$ cat src/hw/rtl/tnrd_pkg.sv
`default_nettype none

package tnrd_pkg;

  // Widths of the counters and the limit register
  localparam int CNT_W      = 13;
  localparam int MAX_RECORD = 4096;
  localparam int MIN_LIMIT  = 2;
  localparam logic [CNT_W-1:0] LIMIT_RESET = CNT_W'(MAX_RECORD);

  // Telnet command bytes
  localparam logic [7:0] CH_EOR  = 8'd239;
  localparam logic [7:0] CH_SE   = 8'd240;
  localparam logic [7:0] CH_BRK  = 8'd243;
  localparam logic [7:0] CH_IP   = 8'd244;
  localparam logic [7:0] CH_SB   = 8'd250;
  localparam logic [7:0] CH_WILL = 8'd251;
  localparam logic [7:0] CH_DONT = 8'd254;
  localparam logic [7:0] CH_IAC  = 8'd255;

  // Input operation codes
  localparam logic OP_BYTE   = 1'b0;
  localparam logic OP_CLOSED = 1'b1;

  // Result kinds
  localparam logic [1:0] KIND_DATA  = 2'd0;
  localparam logic [1:0] KIND_END   = 2'd1;
  localparam logic [1:0] KIND_ERROR = 2'd2;

  // Record end causes
  localparam logic [1:0] END_EOR = 2'd0;
  localparam logic [1:0] END_BRK = 2'd1;
  localparam logic [1:0] END_IP  = 2'd2;

  // Error causes
  localparam logic ERR_OVERFLOW = 1'b0;
  localparam logic ERR_CLOSED   = 1'b1;

  typedef enum logic [4:0] {
    PH_DATA   = 5'b00001,
    PH_CMD    = 5'b00010,
    PH_OPT    = 5'b00100,
    PH_SUB    = 5'b01000,
    PH_SUBCMD = 5'b10000
  } phase_t;

  typedef struct packed {
    logic       op;
    logic [7:0] rx_byte;
  } rx_item_t;

  typedef struct packed {
    logic [1:0]       kind;
    logic [7:0]       data_byte;
    logic [1:0]       end_cause;
    logic             error_cause;
    logic [CNT_W-1:0] record_length;
  } res_item_t;

endpackage

`default_nettype wire

$ cat src/hw/rtl/telnet_record_deframer_core.sv
`default_nettype none

// Telnet record deframer. Each rx beat carries one received telnet byte or
// a connection-closed event; each res beat carries one result: a stripped
// data byte, a record end (EOR, BRK or IP after IAC, with the count of data
// bytes in the record), or an error (raw byte count reached record_limit,
// or connection closed). Commands, option bytes and subnegotiations give no
// result. The block takes one rx beat per cycle, sustained, as long as the
// result side keeps taking beats: a beat lands in an input register, the
// parse logic runs in the cycle it moves on, and any result lands in the
// output register, so a result is offered on res at the earliest once its
// rx beat has passed both registers. The parse state loop (phase and two
// counters) sets that rate. The user must write record_limit through
// cfg_we and cfg_wdata only while the block is idle; the block does not
// enforce this. Values below 2 act as 2 and values above 4096 act as 4096.
module telnet_record_deframer_core (
  input  wire                        clk,
  input  wire                        rst,
  input  wire                        cfg_we,
  input  wire [tnrd_pkg::CNT_W-1:0]  cfg_wdata,
  input  wire                        rx_valid,
  output logic                       rx_ready,
  input  tnrd_pkg::rx_item_t         rx_item,
  output logic                       res_valid,
  input  wire                        res_ready,
  output tnrd_pkg::res_item_t        res_item
);
  import tnrd_pkg::*;

  // Input register
  logic      in_q_valid;
  rx_item_t  in_q;

  // Parse outputs
  logic      has_result;
  res_item_t result;

  // Move the held beat through the parser when the output slot is free
  logic      advance;

  assign advance  = in_q_valid && (!res_valid || res_ready);
  assign rx_ready = !in_q_valid || advance;

  // Capture a new rx beat; drop the held one once it has advanced
  always_ff @(posedge clk) begin
    if (rst) begin
      in_q_valid <= 1'b0;
    end else if (rx_valid && rx_ready) begin
      in_q_valid <= 1'b1;
    end else if (advance) begin
      in_q_valid <= 1'b0;
    end
  end

  always_ff @(posedge clk) begin
    if (rx_valid && rx_ready) begin
      in_q <= rx_item;
    end
  end

  tnrd_parse u_parse (
    .clk        (clk),
    .rst        (rst),
    .cfg_we     (cfg_we),
    .cfg_wdata  (cfg_wdata),
    .step       (advance),
    .item       (in_q),
    .has_result (has_result),
    .result     (result)
  );

  // Output register: load a result, otherwise release on a taken beat
  always_ff @(posedge clk) begin
    if (rst) begin
      res_valid <= 1'b0;
    end else if (advance && has_result) begin
      res_valid <= 1'b1;
    end else if (res_ready) begin
      res_valid <= 1'b0;
    end
  end

  always_ff @(posedge clk) begin
    if (advance && has_result) begin
      res_item <= result;
    end
  end

  // A held input beat that cannot advance stays put
  a_in_hold: assert property (@(posedge clk) disable iff (rst)
    in_q_valid && !advance |=> in_q_valid && $stable(in_q))
    else $error("input register lost or changed a stalled beat");

  // Every parsed result reaches the output register
  a_result_loaded: assert property (@(posedge clk) disable iff (rst)
    advance && has_result |=> res_valid)
    else $error("parse result not loaded into output register");

  // Result kind is always one of the three legal codes
  a_kind_legal: assert property (@(posedge clk) disable iff (rst)
    res_valid |-> (res_item.kind == KIND_DATA || res_item.kind == KIND_END ||
                   res_item.kind == KIND_ERROR))
    else $error("illegal result kind");

  // A record never reports more data bytes than the largest record
  a_len_bound: assert property (@(posedge clk) disable iff (rst)
    res_valid && res_item.kind == KIND_END |->
      res_item.record_length <= CNT_W'(MAX_RECORD))
    else $error("record length above maximum");

endmodule

`default_nettype wire

$ cat src/hw/rtl/tnrd_parse.sv
`default_nettype none

module tnrd_parse (
  input  wire                        clk,
  input  wire                        rst,
  input  wire                        cfg_we,
  input  wire [tnrd_pkg::CNT_W-1:0]  cfg_wdata,
  input  wire                        step,
  input  tnrd_pkg::rx_item_t         item,
  output logic                       has_result,
  output tnrd_pkg::res_item_t        result
);
  import tnrd_pkg::*;

  phase_t           phase, phase_next;
  logic [CNT_W-1:0] raw_count, raw_count_next;
  logic [CNT_W-1:0] data_count, data_count_next;
  logic [CNT_W-1:0] record_limit;
  logic [CNT_W-1:0] lim;
  logic [CNT_W-1:0] raw_inc;
  logic             is_end;
  logic [1:0]       end_code;

  // Clamp the limit into its legal range
  always_comb begin
    if (record_limit < CNT_W'(MIN_LIMIT)) begin
      lim = CNT_W'(MIN_LIMIT);
    end else if (record_limit > CNT_W'(MAX_RECORD)) begin
      lim = CNT_W'(MAX_RECORD);
    end else begin
      lim = record_limit;
    end
  end

  always_comb begin
    is_end   = 1'b1;
    end_code = END_EOR;
    case (item.rx_byte)
      CH_EOR:  end_code = END_EOR;
      CH_BRK:  end_code = END_BRK;
      CH_IP:   end_code = END_IP;
      default: is_end   = 1'b0;
    endcase
  end

  assign raw_inc = raw_count + CNT_W'(1);

  always_comb begin
    phase_next      = phase;
    raw_count_next  = raw_count;
    data_count_next = data_count;
    has_result      = 1'b0;
    result          = '0;
    if (item.op == OP_CLOSED) begin
      phase_next         = PH_DATA;
      raw_count_next     = '0;
      data_count_next    = '0;
      has_result         = 1'b1;
      result.kind        = KIND_ERROR;
      result.error_cause = ERR_CLOSED;
    end else if ((phase == PH_CMD || phase == PH_SUBCMD) && is_end) begin
      phase_next           = PH_DATA;
      raw_count_next       = '0;
      data_count_next      = '0;
      has_result           = 1'b1;
      result.kind          = KIND_END;
      result.end_cause     = end_code;
      result.record_length = data_count;
    end else if (raw_inc >= lim) begin
      phase_next         = PH_DATA;
      raw_count_next     = '0;
      data_count_next    = '0;
      has_result         = 1'b1;
      result.kind        = KIND_ERROR;
      result.error_cause = ERR_OVERFLOW;
    end else begin
      raw_count_next = raw_inc;
      case (phase)
        PH_DATA: begin
          if (item.rx_byte == CH_IAC) begin
            phase_next = PH_CMD;
          end else begin
            data_count_next  = data_count + CNT_W'(1);
            has_result       = 1'b1;
            result.kind      = KIND_DATA;
            result.data_byte = item.rx_byte;
          end
        end
        PH_CMD: begin
          if (item.rx_byte == CH_IAC) begin
            phase_next       = PH_DATA;
            data_count_next  = data_count + CNT_W'(1);
            has_result       = 1'b1;
            result.kind      = KIND_DATA;
            result.data_byte = CH_IAC;
          end else if (item.rx_byte inside {[CH_WILL:CH_DONT]}) begin
            phase_next = PH_OPT;
          end else if (item.rx_byte == CH_SB) begin
            phase_next = PH_SUB;
          end else begin
            phase_next = PH_DATA;
          end
        end
        PH_OPT: begin
          phase_next = PH_DATA;
        end
        PH_SUB: begin
          if (item.rx_byte == CH_IAC) begin
            phase_next = PH_SUBCMD;
          end
        end
        PH_SUBCMD: begin
          phase_next = (item.rx_byte == CH_SE) ? PH_DATA : PH_SUB;
        end
        default: begin
          phase_next = PH_DATA;
        end
      endcase
    end
  end

  always_ff @(posedge clk) begin
    if (rst) begin
      phase      <= PH_DATA;
      raw_count  <= '0;
      data_count <= '0;
    end else if (step) begin
      phase      <= phase_next;
      raw_count  <= raw_count_next;
      data_count <= data_count_next;
    end
  end

  always_ff @(posedge clk) begin
    if (rst) begin
      record_limit <= LIMIT_RESET;
    end else if (cfg_we) begin
      record_limit <= cfg_wdata;
    end
  end

endmodule

`default_nettype wire

$ cat config.mk
export PLATFORM = sky130hd
export DESIGN_NAME = telnet_record_deframer_core
export DESIGN_NICKNAME = d
export VERILOG_FILES = /design/src/hw/rtl/tnrd_pkg.sv /design/src/hw/rtl/telnet_record_deframer_core.sv /design/src/hw/rtl/tnrd_parse.sv
export SDC_FILE = /design/constraint.sdc
export NUM_CORES = 1
export LEC_CHECK = 0
export BUFFER_PORTS_ARGS = -buffer_cell sky130_fd_sc_hd__buf_4
export CORE_MARGIN = 4
export CORE_UTILIZATION = 55
export CTS_CLUSTER_DIAMETER = 30
export DETAILED_ROUTE_END_ITERATION = 6
export PLACE_DENSITY = 0.74
export SKIP_CTS_REPAIR_TIMING = 1
export SYNTH_ARGS = -nofsm -noshare
export SYNTH_HDL_FRONTEND = slang
export SYNTH_SLANG_ARGS = --single-unit
$ cat constraint.sdc
create_clock -name clk -period 6.1 [get_ports clk]
set_clock_uncertainty 0.2 [all_clocks]
set_input_delay 0 -clock clk [delete_from_list [all_inputs] [get_ports clk]]
set_output_delay 0 -clock clk [all_outputs]
set_load 0.01 [all_outputs]
[After elaboration in Yosys (flattened, before gate mapping)]
Index checks and enable logic that the tools add are counted.
Cells by class
  add/subtract/negate cells: 2
  $lt $le $gt $ge: 5
  eq/ne operators: 14
  muxes and demuxes: 39
  bitwise operators: 1
  reduce and logical (&&, ||, !) cells: 18
Operator list (count)
  13-bit two-way mux: 10
  8-bit equality test, second input constant: 6
  5-bit two-way mux: 7
  13-bit by 1-bit adder with 13-bit output, second input constant: 2
  13-bit one-hot mux with 2 select lines: 1
  10-bit one-hot mux with 2 select lines: 1
  5-bit one-hot mux with 4 select lines: 1
  8-bit two-way mux: 2
  13-bit >= comparator: 1
  13-bit greater-than comparator, second input constant: 1
  13-bit by 2-bit < comparator with 1-bit output, second input constant: 1
  1-bit two-way mux: 11
  5-bit by 2-bit inequality test with 1-bit output, second input constant: 2
  8-bit >= comparator, second input constant: 1
  8-bit less-or-equal comparator, second input constant: 1
  4-bit two-way mux: 2
  3-bit OR reduction: 2
  5-bit by 1-bit equality test with 1-bit output, second input constant: 1
  5-bit by 2-bit equality test with 1-bit output, second input constant: 1
  5-bit by 4-bit equality test with 1-bit output, second input constant: 1
  5-bit equality test, second input constant: 1
  1-bit logical AND: 5
  5-bit by 3-bit inequality test with 1-bit output, second input constant: 1
  5-bit inequality test, second input constant: 1
  11 further kinds: 16
Storage, ports and cells
  register bits after elaboration: 81
  input bits: 27
  output and inout port bits: 28
  word-level logic and storage cells: 92

[Logic depth before layout (Yosys ltp)]
Gate-level depths: netlist of run 1.
  depth after elaboration: 9
  mapped depth: 13
  depth with buffers taken out: 12

[Cells and area by module]
From an unflattened synthesis of run 1, not the netlist that was laid out.
Unflattened totals
  cell total of the unflattened synthesis: 414
  area total of the unflattened synthesis: 4016.4 µm²
By module, submodules not included
  tnrd_parse: times used 1, cells an instance 368, area each 2862.7 µm², sequential area each 880.8 µm²
  telnet_record_deframer_core: times used 1, cells an instance 46, area each 1153.6 µm², sequential area each 1091.0 µm²

[Least setup slack after synthesis of run 1]
No wires, ideal clock.
  path type: flip-flop to flip-flop
  start: reg u_parse.raw_count[0]
  end: reg res_item[0] (netlist name) (enable)
  library setup time: 0.381 ns
  arrival: 3.216 ns
  data required time: 5.519 ns
  path slack: 2.304 ns
  stages on the path, launching flop included: 13
  path buffers: 1
  period minus slack after synthesis: 3.796 ns
  path through: dfxtp_1 ha_1 nand3_1 nor3_1 nand3_1 xnor2_1 ha_1 nand4_1 a211oi_1 a221o_1 o31ai_2 buf_6 inv_1
On the way
  word-level cells in the longest chain between the ends: 6
RTL lines
  start, declared: RTL line tnrd_parse.sv:16  | logic [CNT_W-1:0] raw_count, raw_count_next;
  start signal, assigned: RTL line tnrd_parse.sv:129  | raw_count <= raw_count_next;
  13-bit by 1-bit adder with 13-bit output: RTL line tnrd_parse.sv:46  | assign raw_inc = raw_count + CNT_W'(1);
  13-bit >= comparator: RTL line tnrd_parse.sv:69  | end else if (raw_inc >= lim) begin
  1-bit two-way mux: RTL line tnrd_parse.sv:69
  1-bit two-way mux: RTL line tnrd_parse.sv:61  | end else if ((phase == PH_CMD || phase == PH_SUBCMD) && is_end) begin
  1-bit two-way mux: RTL line tnrd_parse.sv:54  | if (item.op == OP_CLOSED) begin
  1-bit logical AND: RTL line telnet_record_deframer_core.sv:84  | if (advance && has_result) begin
  end signal, assigned: RTL line telnet_record_deframer_core.sv:85  | res_item <= result;
  end, declared: RTL line telnet_record_deframer_core.sv:26  | output tnrd_pkg::res_item_t res_item
No other way between the ends.
A chain may end at the register's enable or synchronous reset.

[Worst setup path in the final report of run 1]
  start: reg u_parse.record_limit[1]
  end: reg res_item[7] (netlist name) (enable)
On the way
  word-level cells in the longest chain between the ends: 8
  elaborated cells between the ends (all ways): 9
  those cells by class: 3 x order compare; 5 x mux; 1 x reduce/logical
RTL lines
  start, declared: RTL line tnrd_parse.sv:18  | logic [CNT_W-1:0] record_limit;
  start signal, assigned: RTL line tnrd_parse.sv:138  | record_limit <= cfg_wdata;
  13-bit greater-than comparator: RTL line tnrd_parse.sv:28  | end else if (record_limit > CNT_W'(MAX_RECORD)) begin
  13-bit two-way mux: RTL line tnrd_parse.sv:28
  13-bit two-way mux (*): RTL line tnrd_parse.sv:26  | if (record_limit < CNT_W'(MIN_LIMIT)) begin
  13-bit >= comparator (*): RTL line tnrd_parse.sv:69
  1-bit two-way mux (*): RTL line tnrd_parse.sv:69
  1-bit two-way mux (*): RTL line tnrd_parse.sv:61
  1-bit two-way mux (*): RTL line tnrd_parse.sv:54
  1-bit logical AND (*): RTL line telnet_record_deframer_core.sv:84
Every way passes the cells marked *; elsewhere a longest branch is shown, timed or not.

==> results of run 1 <==
[cells in the mapped netlist, types with 2 or more instances]
library cell / number
sky130_fd_sc_hd__nor2b_1: 3
sky130_fd_sc_hd__nand2b_1: 4
sky130_fd_sc_hd__or4_1: 7
sky130_fd_sc_hd__or2_2: 2
sky130_fd_sc_hd__buf_2: 4
sky130_fd_sc_hd__xnor2_1: 15
sky130_fd_sc_hd__nand3_1: 28
sky130_fd_sc_hd__nand2_1: 43
sky130_fd_sc_hd__and3_1: 8
sky130_fd_sc_hd__clkbuf_1: 16
sky130_fd_sc_hd__a211oi_1: 2
sky130_fd_sc_hd__nor4b_1: 3
sky130_fd_sc_hd__a311oi_1: 4
sky130_fd_sc_hd__edfxtp_1: 35
sky130_fd_sc_hd__and2_1: 15
sky130_fd_sc_hd__o21ai_1: 2
sky130_fd_sc_hd__a31o_2: 2
sky130_fd_sc_hd__ha_1: 15
sky130_fd_sc_hd__inv_1: 6
sky130_fd_sc_hd__a21oi_1: 29
sky130_fd_sc_hd__a31oi_1: 5
sky130_fd_sc_hd__nor3_1: 10
sky130_fd_sc_hd__or3_1: 4
sky130_fd_sc_hd__nor4_1: 3
sky130_fd_sc_hd__nor2_1: 34
sky130_fd_sc_hd__nor3b_1: 3
sky130_fd_sc_hd__nand4_1: 6
sky130_fd_sc_hd__o31ai_1: 5
sky130_fd_sc_hd__o21ai_0: 10
sky130_fd_sc_hd__a2111oi_0: 2
sky130_fd_sc_hd__dfxtp_1: 46
sky130_fd_sc_hd__o2bb2ai_1: 4
sky130_fd_sc_hd__o211ai_1: 2
sky130_fd_sc_hd__xor2_1: 4
sky130_fd_sc_hd__nand3b_1: 2
sky130_fd_sc_hd__nand4b_1: 4
sky130_fd_sc_hd__mux2i_1: 13
[worst register-to-register path, delay by kind of cell, from the launching register on]
family / cells / cell delay (ns)
DFF: 1 / 0.34
AOI/OAI and AO/OA: 5 / 2.15
adders and majority gates: 1 / 0.31
buffers and inverters: 1 / 0.63
and+or+nand+nor: 3 / 0.65
[path summary, 6_finish.rpt]
check,startpoint,to,depth (start not counted)
worst max-delay path,u_parse.record_limit[1]$_SDFFE_PP0P_,res_item[7]$_SDFFCE_PP0P_,10
worst min-delay path,rx_item[5],in_q[5]$_DFFE_PP_,2
worst max register to register,u_parse.record_limit[1]$_SDFFE_PP0P_,res_item[7]$_SDFFCE_PP0P_,10
worst min register to register,u_parse.raw_count[12]$_SDFFE_PP0P_,u_parse.raw_count[12]$_SDFFE_PP0P_,2
[power by group through the flow]
stage / clock network, mW / registers, mW / logic [mW]
after CTS: 0.451 / 0.596 / 0.0970
after floorplan: 0 / 0.607 / 0.0571
after global placement: 0 / 0.608 / 0.0947
after global routing: 0.475 / 0.599 / 0.143
after detailed placement: 0 / 0.609 / 0.0970
final: 0.444 / 0.597 / 0.131
[stage by stage]
step | std cells | utilization | hold WS, ns | setup slack [ns] | instance area, um^2
floorplan | 416 | - | -0.101 | 2.30 | 4070
global placement | 549 | 0.626 | -0.0219 | 1.68 | 4520
detailed placement | 549 | 0.626 | -0.0205 | 1.51 | 4520
CTS | 565 | 0.659 | -0.393 | 1.48 | 4750
global route | 617 | 0.731 | 0.164 | 0.897 | 5270
finish | 617 | 0.731 | 0.160 | 1.39 | 5270
[registers in the layout (all words and copies together) (netlist names)]
register,count
in_q,9
u_parse.record_limit,13
in_q_valid,1
u_parse.data_count,13
res_valid,1
u_parse.phase,5
res_item,26
u_parse.raw_count,13
[layout make-up]
type	instances	share of cell area
Multi-Input combinational cell	307	0.376
Sequential cell	81	0.374
Timing Repair Buffer	108	0.178
Clock buffer	12	0.0294
Tap cell	99	0.0235
Clock inverter	4	0.0145
Inverter	6	0.00427
[cells by family after synthesis]
logic type               after synthesis  share of synthesized area
buffers and inverters                 28                     0.0289
AO/OA/AOI/OAI                         78                      0.134
flip-flops                            81                      0.484
AND/OR/NAND/NOR                      181                      0.231
XOR/XNOR                              19                     0.0409
multiplexers                          14                     0.0347
adder cells (fa/ha/maj)               15                     0.0461
[metal layers]
layer,track usage,up-vias
li1,-,1738
met1,0.282,1683
met2,0.336,132
met3,0.0393,37
met4,0.0903,0
met5,0,-
==> qor.csv, run 1 <==
metric,value,unit
result of the run,"finished, final reports clean",
power share of the clock group,0.379,
critical path cell sequence,nor4_1 > nand3_1 > o21ai_1 > nand2_1 > ha_1 > a211oi_1 > o21ai_1 > a221o_1 > o31ai_2 > inv_1,
Cell Rows,31,
Die Outline Area,0.00884,mm^2
top routing layer in use,met4,
Filler Cells Inserted,525,
final routed wire length divided by cell count,15.9,um
master cell of the clock root buffer,sky130_fd_sc_hd__clkbuf_8,
clock tree from TritonCTS,done,
die width,94.0,um
post-route ant nets,0,
most frequent cells in the layout,"56 x sky130_fd_sc_hd__buf_4, 52 x sky130_fd_sc_hd__dlygate4sd3_1, 46 x sky130_fd_sc_hd__dfxtp_1, 43 x sky130_fd_sc_hd__nand2_1, 35 x sky130_fd_sc_hd__edfxtp_1",
wire length after detailed routing,9800,um
number of buffers inserted during clock tree synthesis,9,
count of distinct cell types in the synthesized netlist,53,
depth of the CTS H-tree,3,
buffer and inverter count on the worst path,1,
period utilisation layout,0.773,
average cell area after synthesis,9.78,um^2
share of Yosys cell area claimed by the top area cell type,0.258,
cells after synthesis,416,
PortBufs,54,
area of combinational cells with multiple inputs,0.00198,mm^2
number of diodes added for antenna fixing,0,
IR Drop Worst-Case VDD,0.138,mV
Vias,3590,
worst-margin pin slew,1.27,ns
library cell with the largest summed area after synthesis,sky130_fd_sc_hd__edfxtp_1,
arrival time of the worst setup path,4.45,ns
antenna violations before repair,0,
RSZ-0062 raised after global routing,no,
Crit. End Element,register,
wire length of the first global-routing pass,14600,um
standard cell core area,0.00721,mm^2
per-cell via count in the routed design,5.82,
Mapped Area,0.00407,mm^2
pin count of the biggest net entering global routing,37,
total I/O pin count,55,
Critical Path Most Common Cell,sky130_fd_sc_hd__o21ai_1,
Hold/Removal Path Class,input port to register,
"Reg clk slew, reported paths",0.08,ns
Met3 Routed Length,550,um
part of the power in registers,0.509,
number of enable flip-flop cells after synthesis,35,
post-route met1 wirelength,4190,um
number of remaining DRC errors,0,
"Async S/R FF share, synth",0,
power share of the combinational group,0.112,
fmax,0.212,GHz
top flip-flop cell by instance count after synthesis,sky130_fd_sc_hd__dfxtp_1,
sequential share of the synthesized area,0.484,
Die Height,94.0,um
GRT Util Overall,0.211,
data required time of the worst path,5.83,ns
number of failing hold endpoints at the final stage,0,
vias in the first global route,3049,
Int Pwr,0.902,mW
startpoint class of the critical path,register,
nets in the synthesized netlist,458,
"most common cell after layout, fill and taps aside",sky130_fd_sc_hd__buf_4,
type of the worst setup path,register to register,
drt first pass iters,7,
flip-flop and latch area,0.00197,mm^2
post-detail-place hpwl,6230,um
Layout area overhead,29.5,%
Max Transition Viols Final,0,
layout cells sized above 1,0.160,
leakage power of the design,2.04,nW
"Net count, final",555,
Max stage delay on crit path,0.68,ns
overflow left after global routing,0,
"critical path fanouts, max",26,
Tot Pwr,1.17,mW
setup slack of the most critical reg-to-reg path,1.39,ns
Bufs on Longest Clock Path,2,
max-cap check violation count,0,
routability congestion estimate,0.862,
# setup viols final,0,
routed length on met2,4780,um
"FF+latch count, synth",81,
Slew headroom,0.142,
clk_lat worst skew,0.35,ns
top area cells in the synthesized netlist,"sky130_fd_sc_hd__edfxtp_1 26%, sky130_fd_sc_hd__dfxtp_1 23%, sky130_fd_sc_hd__ha_1 4.6%, sky130_fd_sc_hd__nand2_1 4.0%, sky130_fd_sc_hd__a21oi_1 3.6%",
Ys Warns,0,
Clock Sink Count,81,
Post-Route Setup TNS,0,ns
starting density of the core,0.564,
Critical Path Slowest Stage Cell,sky130_fd_sc_hd__o31ai_2,
switching power,0.270,mW
minimum clock period,4.71,ns
initial detailed-routing violation count,311,
largest delay contributor family on the critical path,compound AO/OA/AOI/OAI gates,
pwr dens,222,mW/mm^2
fraction of power spent switching nets,0.230,
No activity file was read; power rests on OpenSTA's default activity.
==> run 2: changes to the inputs <==
--- a/config.mk
+++ b/config.mk
@@ -5,9 +5,10 @@
 export SDC_FILE = /design/constraint.sdc
 export NUM_CORES = 1
 export LEC_CHECK = 0
+export ABC_AREA = 1
 export BUFFER_PORTS_ARGS = -buffer_cell sky130_fd_sc_hd__buf_4
 export CORE_MARGIN = 4
-export CORE_UTILIZATION = 55
+export CORE_UTILIZATION = 53
 export CTS_CLUSTER_DIAMETER = 30
 export DETAILED_ROUTE_END_ITERATION = 6
 export PLACE_DENSITY = 0.74
==> constraint.sdc (replaced) <==
create_clock -name clk -period 3.8 [get_ports clk]
set_clock_uncertainty 0.2 [all_clocks]
set_input_delay 0 -clock clk [delete_from_list [all_inputs] [get_ports clk]]
set_output_delay 0 -clock clk [all_outputs]
set_load 0.01 [all_outputs]
==> qor.csv, run 2 <==
metric,value,unit,change
depth of the CTS H-tree,3,,unchanged
starting density of the core,0.546,,-0.0183
vias in the first global route,3592,,+18%
initial detailed-routing violation count,149,,-52%
"Net count, final",696,,+25%
Die Outline Area,0.0100,mm^2,+13%
Hold/Removal Path Class,input port to register,,
clock tree from TritonCTS,done,,
Hold WS,0.0135,ns,-0.147 ns
"Reg clk slew, reported paths",0.08,ns,about the same
arrival time of the worst setup path,3.48,ns,-0.97 ns
largest register by flop count,res_item,,
"critical path fanouts, max",16,,-38%
Slew headroom,0.654,,+0.512
RSZ-0062 raised after global routing,no,,
type of the worst setup path,register to register,,
result of the run,"finished, final reports clean",,
cells after synthesis,560,,+35%
die width,100,um,+6.3%
setup slack of the most critical reg-to-reg path,0.36,ns,-1.03 ns
GRT Util Overall,0.194,,-0.0176
minimum clock period,3.44,ns,-1.27 ns
Hold Path Depth,3,,+1
most common cell in the synthesized netlist,sky130_fd_sc_hd__nand2_1,,
worst min-delay path endpoint,u_parse.record_limit[0]$_SDFFE_PP0P_,,
antenna violations before repair,0,,unchanged
Vias,3924,,+9.3%
total I/O pin count,55,,unchanged
count of distinct cell types in the synthesized netlist,37,,-30%
Cell Rows,33,,+6.5%
Commonest cells post-synth,"117 x sky130_fd_sc_hd__nand2_1, 107 x sky130_fd_sc_hd__nor2_1, 51 x sky130_fd_sc_hd__inv_1",,
final instance area,0.00560,mm^2,+6.2%
worst-margin pin slew,0.518,ns,-0.754 ns
crit path launch,u_parse.raw_count[0]$_SDFFE_PP0P_,,
clk_lat worst skew,0.36,ns,about the same
Die Height,100,um,+6.3%
data required time of the worst path,3.83,ns,-2.00 ns
top flip-flop cell by instance count after synthesis,sky130_fd_sc_hd__dfxtp_1,,
number of diodes added for antenna fixing,0,,unchanged
number of buffers inserted during clock tree synthesis,9,,unchanged
routability congestion estimate,0.894,,+3.7%
number of failing hold endpoints at the final stage,0,,unchanged
most frequent cells in the layout,"117 x sky130_fd_sc_hd__nand2_1, 107 x sky130_fd_sc_hd__nor2_1, 56 x sky130_fd_sc_hd__buf_4, 51 x sky130_fd_sc_hd__inv_1, 46 x sky130_fd_sc_hd__dfxtp_1",,
"most common cell after layout, fill and taps aside",sky130_fd_sc_hd__nand2_1,,
worst r2r dst,u_parse.phase[0]$_SDFFE_PP1P_,,
layout cells sized above 1,0.209,,+0.0492
Bufs on Longest Clock Path,2,,unchanged
IR Drop Worst-Case VDD,0.209,mV,+52%
per-cell via count in the routed design,5.14,,-12%
startpoint class of the critical path,register,,
post-route ant nets,0,,unchanged
master cell of the clock root buffer,sky130_fd_sc_hd__clkbuf_8,,
pin count of the biggest net entering global routing,30,,-19%
standard cell core area,0.00822,mm^2,+14%
"Async S/R FF share, synth",0,,unchanged
post-detail-place hpwl,6930,um,+11%
drt first pass iters,5,,-2
wire length of the first global-routing pass,15700,um,+7.6%
number of enable flip-flop cells after synthesis,35,,unchanged
period utilisation layout,0.906,,+0.134
nets in the synthesized netlist,602,,+31%
overflow left after global routing,0,,unchanged
Post-Route Setup TNS,0,ns,unchanged
"flip-flop count of the largest register, all copies and words added",26,,unchanged
wire length after detailed routing,9910,um,+1.2%
library cell with the largest summed area after synthesis,sky130_fd_sc_hd__edfxtp_1,,
Crit. End Element,register,,
"FF+latch count, synth",81,,unchanged
number of remaining DRC errors,0,,unchanged
share of Yosys cell area claimed by the top area cell type,0.234,,-0.0239
final routed wire length divided by cell count,13.0,um,-18%
pwr dens,358,mW/mm^2,+61%
# setup viols final,0,,unchanged
launch instance of the worst register-to-register path,u_parse.raw_count[0]$_SDFFE_PP0P_,,
Mapped Area,0.00449,mm^2,+10%
leakage power of the design,2.43,nW,+19%
max-cap check violation count,0,,unchanged
Ys Warns,0,,unchanged
Worst Reg2Reg Path Length in Cells,17,,+7
Tot Pwr,2.00,mW,+71%
Max Transition Viols Final,0,,unchanged
Clock Sink Count,81,,unchanged
average cell area after synthesis,8.01,um^2,-18%
cell area after placement,0.00495,mm^2,+9.6%
PortBufs,54,,unchanged
sequential share of the synthesized area,0.440,,-0.0449
Layout area overhead,24.8,%,
fmax,0.290,GHz,+37%
hold path start,cfg_we,,
top area cells in the synthesized netlist,"sky130_fd_sc_hd__edfxtp_1 23%, sky130_fd_sc_hd__dfxtp_1 21%, sky130_fd_sc_hd__nand2_1 9.8%, sky130_fd_sc_hd__nor2_1 9.0%, sky130_fd_sc_hd__inv_1 4.3%",,
==> run 2: cell count changes in the layout (fill, tap and decap cells not counted), moves of 14 or more <==
cell and change:
sky130_fd_sc_hd__nand2_1 +74, sky130_fd_sc_hd__nand4_1 +15, sky130_fd_sc_hd__and2_1 -15, sky130_fd_sc_hd__inv_1 +45, sky130_fd_sc_hd__a21oi_2 +14, sky130_fd_sc_hd__nand2_2 +19, sky130_fd_sc_hd__nor2_1 +73
==> run 2: worst max-delay path by stage <==
stage	to	slack, ns	depth (start not counted)
2_1_floorplan	res_item[0]$_SDFFCE_PP0P_	0.69	16
3_3_place_gp	res_item[12]$_SDFFCE_PP0P_	0.35	16
3_5_place_dp	res_item[22]$_SDFFCE_PP0P_	0.21	16
4_1_cts	res_item[10]$_SDFFCE_PP0P_	0.18	16
5_1_grt	u_parse.phase[0]$_SDFFE_PP1P_	0.04	17
6_report	u_parse.phase[0]$_SDFFE_PP1P_	0.36	17
==> run 2: routing by layer <==
metal	vias to the layer above	track usage	routed length, um
met1	1792	0.225	4100
met3	18	0.0493	544
met2	101	0.343	5090
li1	2013	-	-
met5	-	0	0
met4	0	0.0736	174
==> run 2: power by group <==
part / switching (mW) / internal [mW]
Combinational: 0.160 / 0.117
Clock: 0.320 / 0.440
Sequential: 0.0221 / 0.946
Total: 0.501 / 1.50
==> run 2: cell type report <==
cell class / instances / area (um^2)
timing repair buffer: 96 / 821
inverter: 60 / 235
tap: 105 / 131
clock inverter: 6 / 115
fill: 686 / 2620
clock buffer: 10 / 128
sequential: 81 / 1970
multi-input combinational: 406 / 2200
==> run 2: stage by stage <==
step | setup slack, ns | cells | util
2_1_floorplan | 0.687 | 560 | -
3_3_place_gp | 0.351 | 708 | 0.603
3_5_place_dp | 0.212 | 708 | 0.603
5_1_grt | 0.0436 | 764 | 0.681
6_report | 0.356 | 764 | 0.681
4_1_cts | 0.175 | 724 | 0.632
==> run 2: logic make-up (layout without fill, tap and decap cells) <==
group                      Yosys count  in the layout  synth area share
adders and majority gates           15             15            0.0418
DFF                                 81             81             0.440
buffers and inverters               73            172            0.0708
AOI/OAI and AO/OA                   58             58            0.0787
and+or+nand+nor                    322            322             0.348
xor gates and xnor gates            11             11            0.0215
==> run 2: worst max-delay path, stage by stage (launching register included) <==
cell                      delay, ns
sky130_fd_sc_hd__dfxtp_1       0.39
sky130_fd_sc_hd__ha_1          0.19
sky130_fd_sc_hd__nand2_1       0.05
sky130_fd_sc_hd__inv_1         0.09
sky130_fd_sc_hd__nand4_1       0.14
sky130_fd_sc_hd__nor2_1        0.21
sky130_fd_sc_hd__nand4_1       0.13
sky130_fd_sc_hd__xnor2_1       0.24
sky130_fd_sc_hd__ha_1          0.29
sky130_fd_sc_hd__a21o_1        0.17
sky130_fd_sc_hd__nor2_2        0.13
sky130_fd_sc_hd__nand3_2       0.14
sky130_fd_sc_hd__nor2_8        0.21
sky130_fd_sc_hd__nand2_4       0.16
sky130_fd_sc_hd__nor2_8        0.30
sky130_fd_sc_hd__nand3_1       0.15
sky130_fd_sc_hd__nand2_1       0.09
sky130_fd_sc_hd__nand2_1       0.04
==> run 3: changes to the inputs <==
--- a/config.mk
+++ b/config.mk
@@ -9,8 +9,10 @@
 export BUFFER_PORTS_ARGS = -buffer_cell sky130_fd_sc_hd__buf_4
 export CORE_MARGIN = 4
 export CORE_UTILIZATION = 53
+export CTS_BUF_LIST = sky130_fd_sc_hd__clkbuf_4 sky130_fd_sc_hd__clkbuf_8 sky130_fd_sc_hd__clkbuf_16
 export CTS_CLUSTER_DIAMETER = 30
 export DETAILED_ROUTE_END_ITERATION = 6
+export HOLD_SLACK_MARGIN = 0.02
 export PLACE_DENSITY = 0.74
 export SKIP_CTS_REPAIR_TIMING = 1
 export SYNTH_ARGS = -nofsm -noshare
==> constraint.sdc (replaced) <==
create_clock -name clk -period 3.8 [get_ports clk]
set_clock_uncertainty 0.2 [all_clocks]
set_input_delay 0 -clock clk [delete_from_list [all_inputs] [get_ports clk]]
set_output_delay 0 -clock clk [all_outputs]
set_load 0.05 [all_outputs]
==> qor.csv, run 3 (synthesized netlist as in run 2, its figures left out) <==
metric,value,unit,change
max-cap check violation count,0,,unchanged
largest register by flop count,res_item,,
layout cells sized above 1,0.211,,+0.00152
Tot Pwr,2.06,mW,+2.7%
Max Transition Viols Final,0,,unchanged
post-detail-place hpwl,6930,um,unchanged
overflow left after global routing,0,,unchanged
pwr dens,367,mW/mm^2,+2.6%
per-cell via count in the routed design,5.12,,-0.33%
"Reg clk slew, reported paths",0.08,ns,about the same
leakage power of the design,2.44,nW,+0.14%
period utilisation layout,0.907,,about the same
RSZ-0062 raised after global routing,no,,
Die Outline Area,0.0100,mm^2,unchanged
total I/O pin count,55,,unchanged
Hold/Removal Path Class,input port to register,,
Clock Sink Count,81,,unchanged
number of remaining DRC errors,0,,unchanged
pin count of the biggest net entering global routing,30,,unchanged
final instance area,0.00560,mm^2,about the same
type of the worst setup path,register to register,,
number of buffers inserted during clock tree synthesis,9,,unchanged
vias in the first global route,3610,,+0.50%
standard cell core area,0.00822,mm^2,unchanged
most frequent cells in the layout,"117 x sky130_fd_sc_hd__nand2_1, 107 x sky130_fd_sc_hd__nor2_1, 56 x sky130_fd_sc_hd__buf_4, 51 x sky130_fd_sc_hd__inv_1, 46 x sky130_fd_sc_hd__dfxtp_1",,
GRT Util Overall,0.194,,+0.000735
antenna violations before repair,0,,unchanged
number of diodes added for antenna fixing,0,,unchanged
clock tree from TritonCTS,done,,
master cell of the clock root buffer,sky130_fd_sc_hd__clkbuf_8,,
clk_lat worst skew,0.35,ns,about the same
starting density of the core,0.546,,unchanged
Slew headroom,0.655,,+0.000912
Post-Route Setup TNS,0,ns,unchanged
wire length after detailed routing,9950,um,+0.41%
routability congestion estimate,0.894,,unchanged
"critical path fanouts, max",29,,+13
data required time of the worst path,3.63,ns,-0.20 ns
"flip-flop count of the largest register, all copies and words added",26,,unchanged
result of the run,"finished, final reports clean",,
wire length of the first global-routing pass,15800,um,+0.44%
Cell Rows,33,,unchanged
"most common cell after layout, fill and taps aside",sky130_fd_sc_hd__nand2_1,,
cell area after placement,0.00495,mm^2,unchanged
Layout area overhead,24.9,%,about the same
PortBufs,54,,unchanged
final routed wire length divided by cell count,13.0,um,+0.41%
Crit. End Element,register,,
fmax,0.290,GHz,about the same
number of failing hold endpoints at the final stage,0,,unchanged
worst-margin pin slew,0.517,ns,-0.00137 ns
"Net count, final",696,,unchanged
drt first pass iters,5,,unchanged
Hold Path Depth,3,,unchanged
startpoint class of the critical path,register,,
die width,100,um,unchanged
Worst Reg2Reg Path Length in Cells,16,,-1
# setup viols final,0,,unchanged
Hold WS,0.0161,ns,+0.00253 ns
Vias,3911,,-0.33%
minimum clock period,3.45,ns,+0.00142 ns
Die Height,100,um,unchanged
IR Drop Worst-Case VDD,0.210,mV,+0.20%
post-route ant nets,0,,unchanged
arrival time of the worst setup path,3.27,ns,-0.21 ns
depth of the CTS H-tree,3,,unchanged
initial detailed-routing violation count,153,,+2.7%
Bufs on Longest Clock Path,2,,unchanged
## run 3: cell counts in the layout (fill, tap and decap cells not counted)
No cell type changed its count.
## run 3: worst max-delay path, stage by stage, from the launching register on
cell and delay (ns):
sky130_fd_sc_hd__dfxtp_1 0.39, sky130_fd_sc_hd__ha_1 0.19, sky130_fd_sc_hd__nand2_1 0.05, sky130_fd_sc_hd__inv_1 0.09
sky130_fd_sc_hd__nand4_1 0.14, sky130_fd_sc_hd__nor2_1 0.21, sky130_fd_sc_hd__nand4_1 0.13, sky130_fd_sc_hd__xnor2_1 0.17
sky130_fd_sc_hd__ha_1 0.31, sky130_fd_sc_hd__nand2_1 0.06, sky130_fd_sc_hd__nor2_1 0.18, sky130_fd_sc_hd__nand2_1 0.13
sky130_fd_sc_hd__nor2_4 0.18, sky130_fd_sc_hd__nor2_8 0.07, sky130_fd_sc_hd__nand3_4 0.18, sky130_fd_sc_hd__nand2_4 0.13
sky130_fd_sc_hd__inv_4 0.29
## run 3: through the flow
stage / utilization / instances / setup slack [ns]
finish: 0.682 / 764 / 0.355
CTS: 0.633 / 724 / 0.170
global route: 0.682 / 764 / 0.0436
detailed placement: 0.603 / 708 / 0.212
global placement: 0.603 / 708 / 0.351
floorplan: - / 560 / 0.687
## run 3: report_power, final
group	switching (mW)	internal [mW]	leakage (nW)
combinational	0.205	0.118	1.60
clock	0.320	0.447	0.121
sequential	0.0221	0.946	0.713
## run 3: routing by layer
metal / track usage / vias to the layer above / share of wire
li1: - / 2009 / -
met1: 0.226 / 1791 / 0.41
met2: 0.345 / 95 / 0.51
met3: 0.0493 / 16 / 0.057
met4: 0.0736 / 0 / 0.016
met5: 0 / - / 0
## run 3: layout make-up
type,instances,area (um^2)
clock buffers,10,131
clock inverters,6,115
fillers,685,2620
inverters,60,235
multi-input cells,406,2200
flip-flops and latches,81,1970
well taps,105,131
repair buffers,96,821
## run 3: path summary, 6_finish.rpt
| check | start | to | slack, ns |
|---|---|---|---|
| worst min-delay path | cfg_we | u_parse.record_limit[0]$_SDFFE_PP0P_ | 0.02 |
| worst max register to register | u_parse.raw_count[0]$_SDFFE_PP0P_ | res_item[19]$_SDFFCE_PP0P_ | 0.35 |
| worst min register to register | u_parse.phase[1]$_SDFFE_PP0P_ | u_parse.phase[1]$_SDFFE_PP0P_ | 0.28 |
| worst max-delay path | u_parse.raw_count[0]$_SDFFE_PP0P_ | res_item[19]$_SDFFCE_PP0P_ | 0.35 |
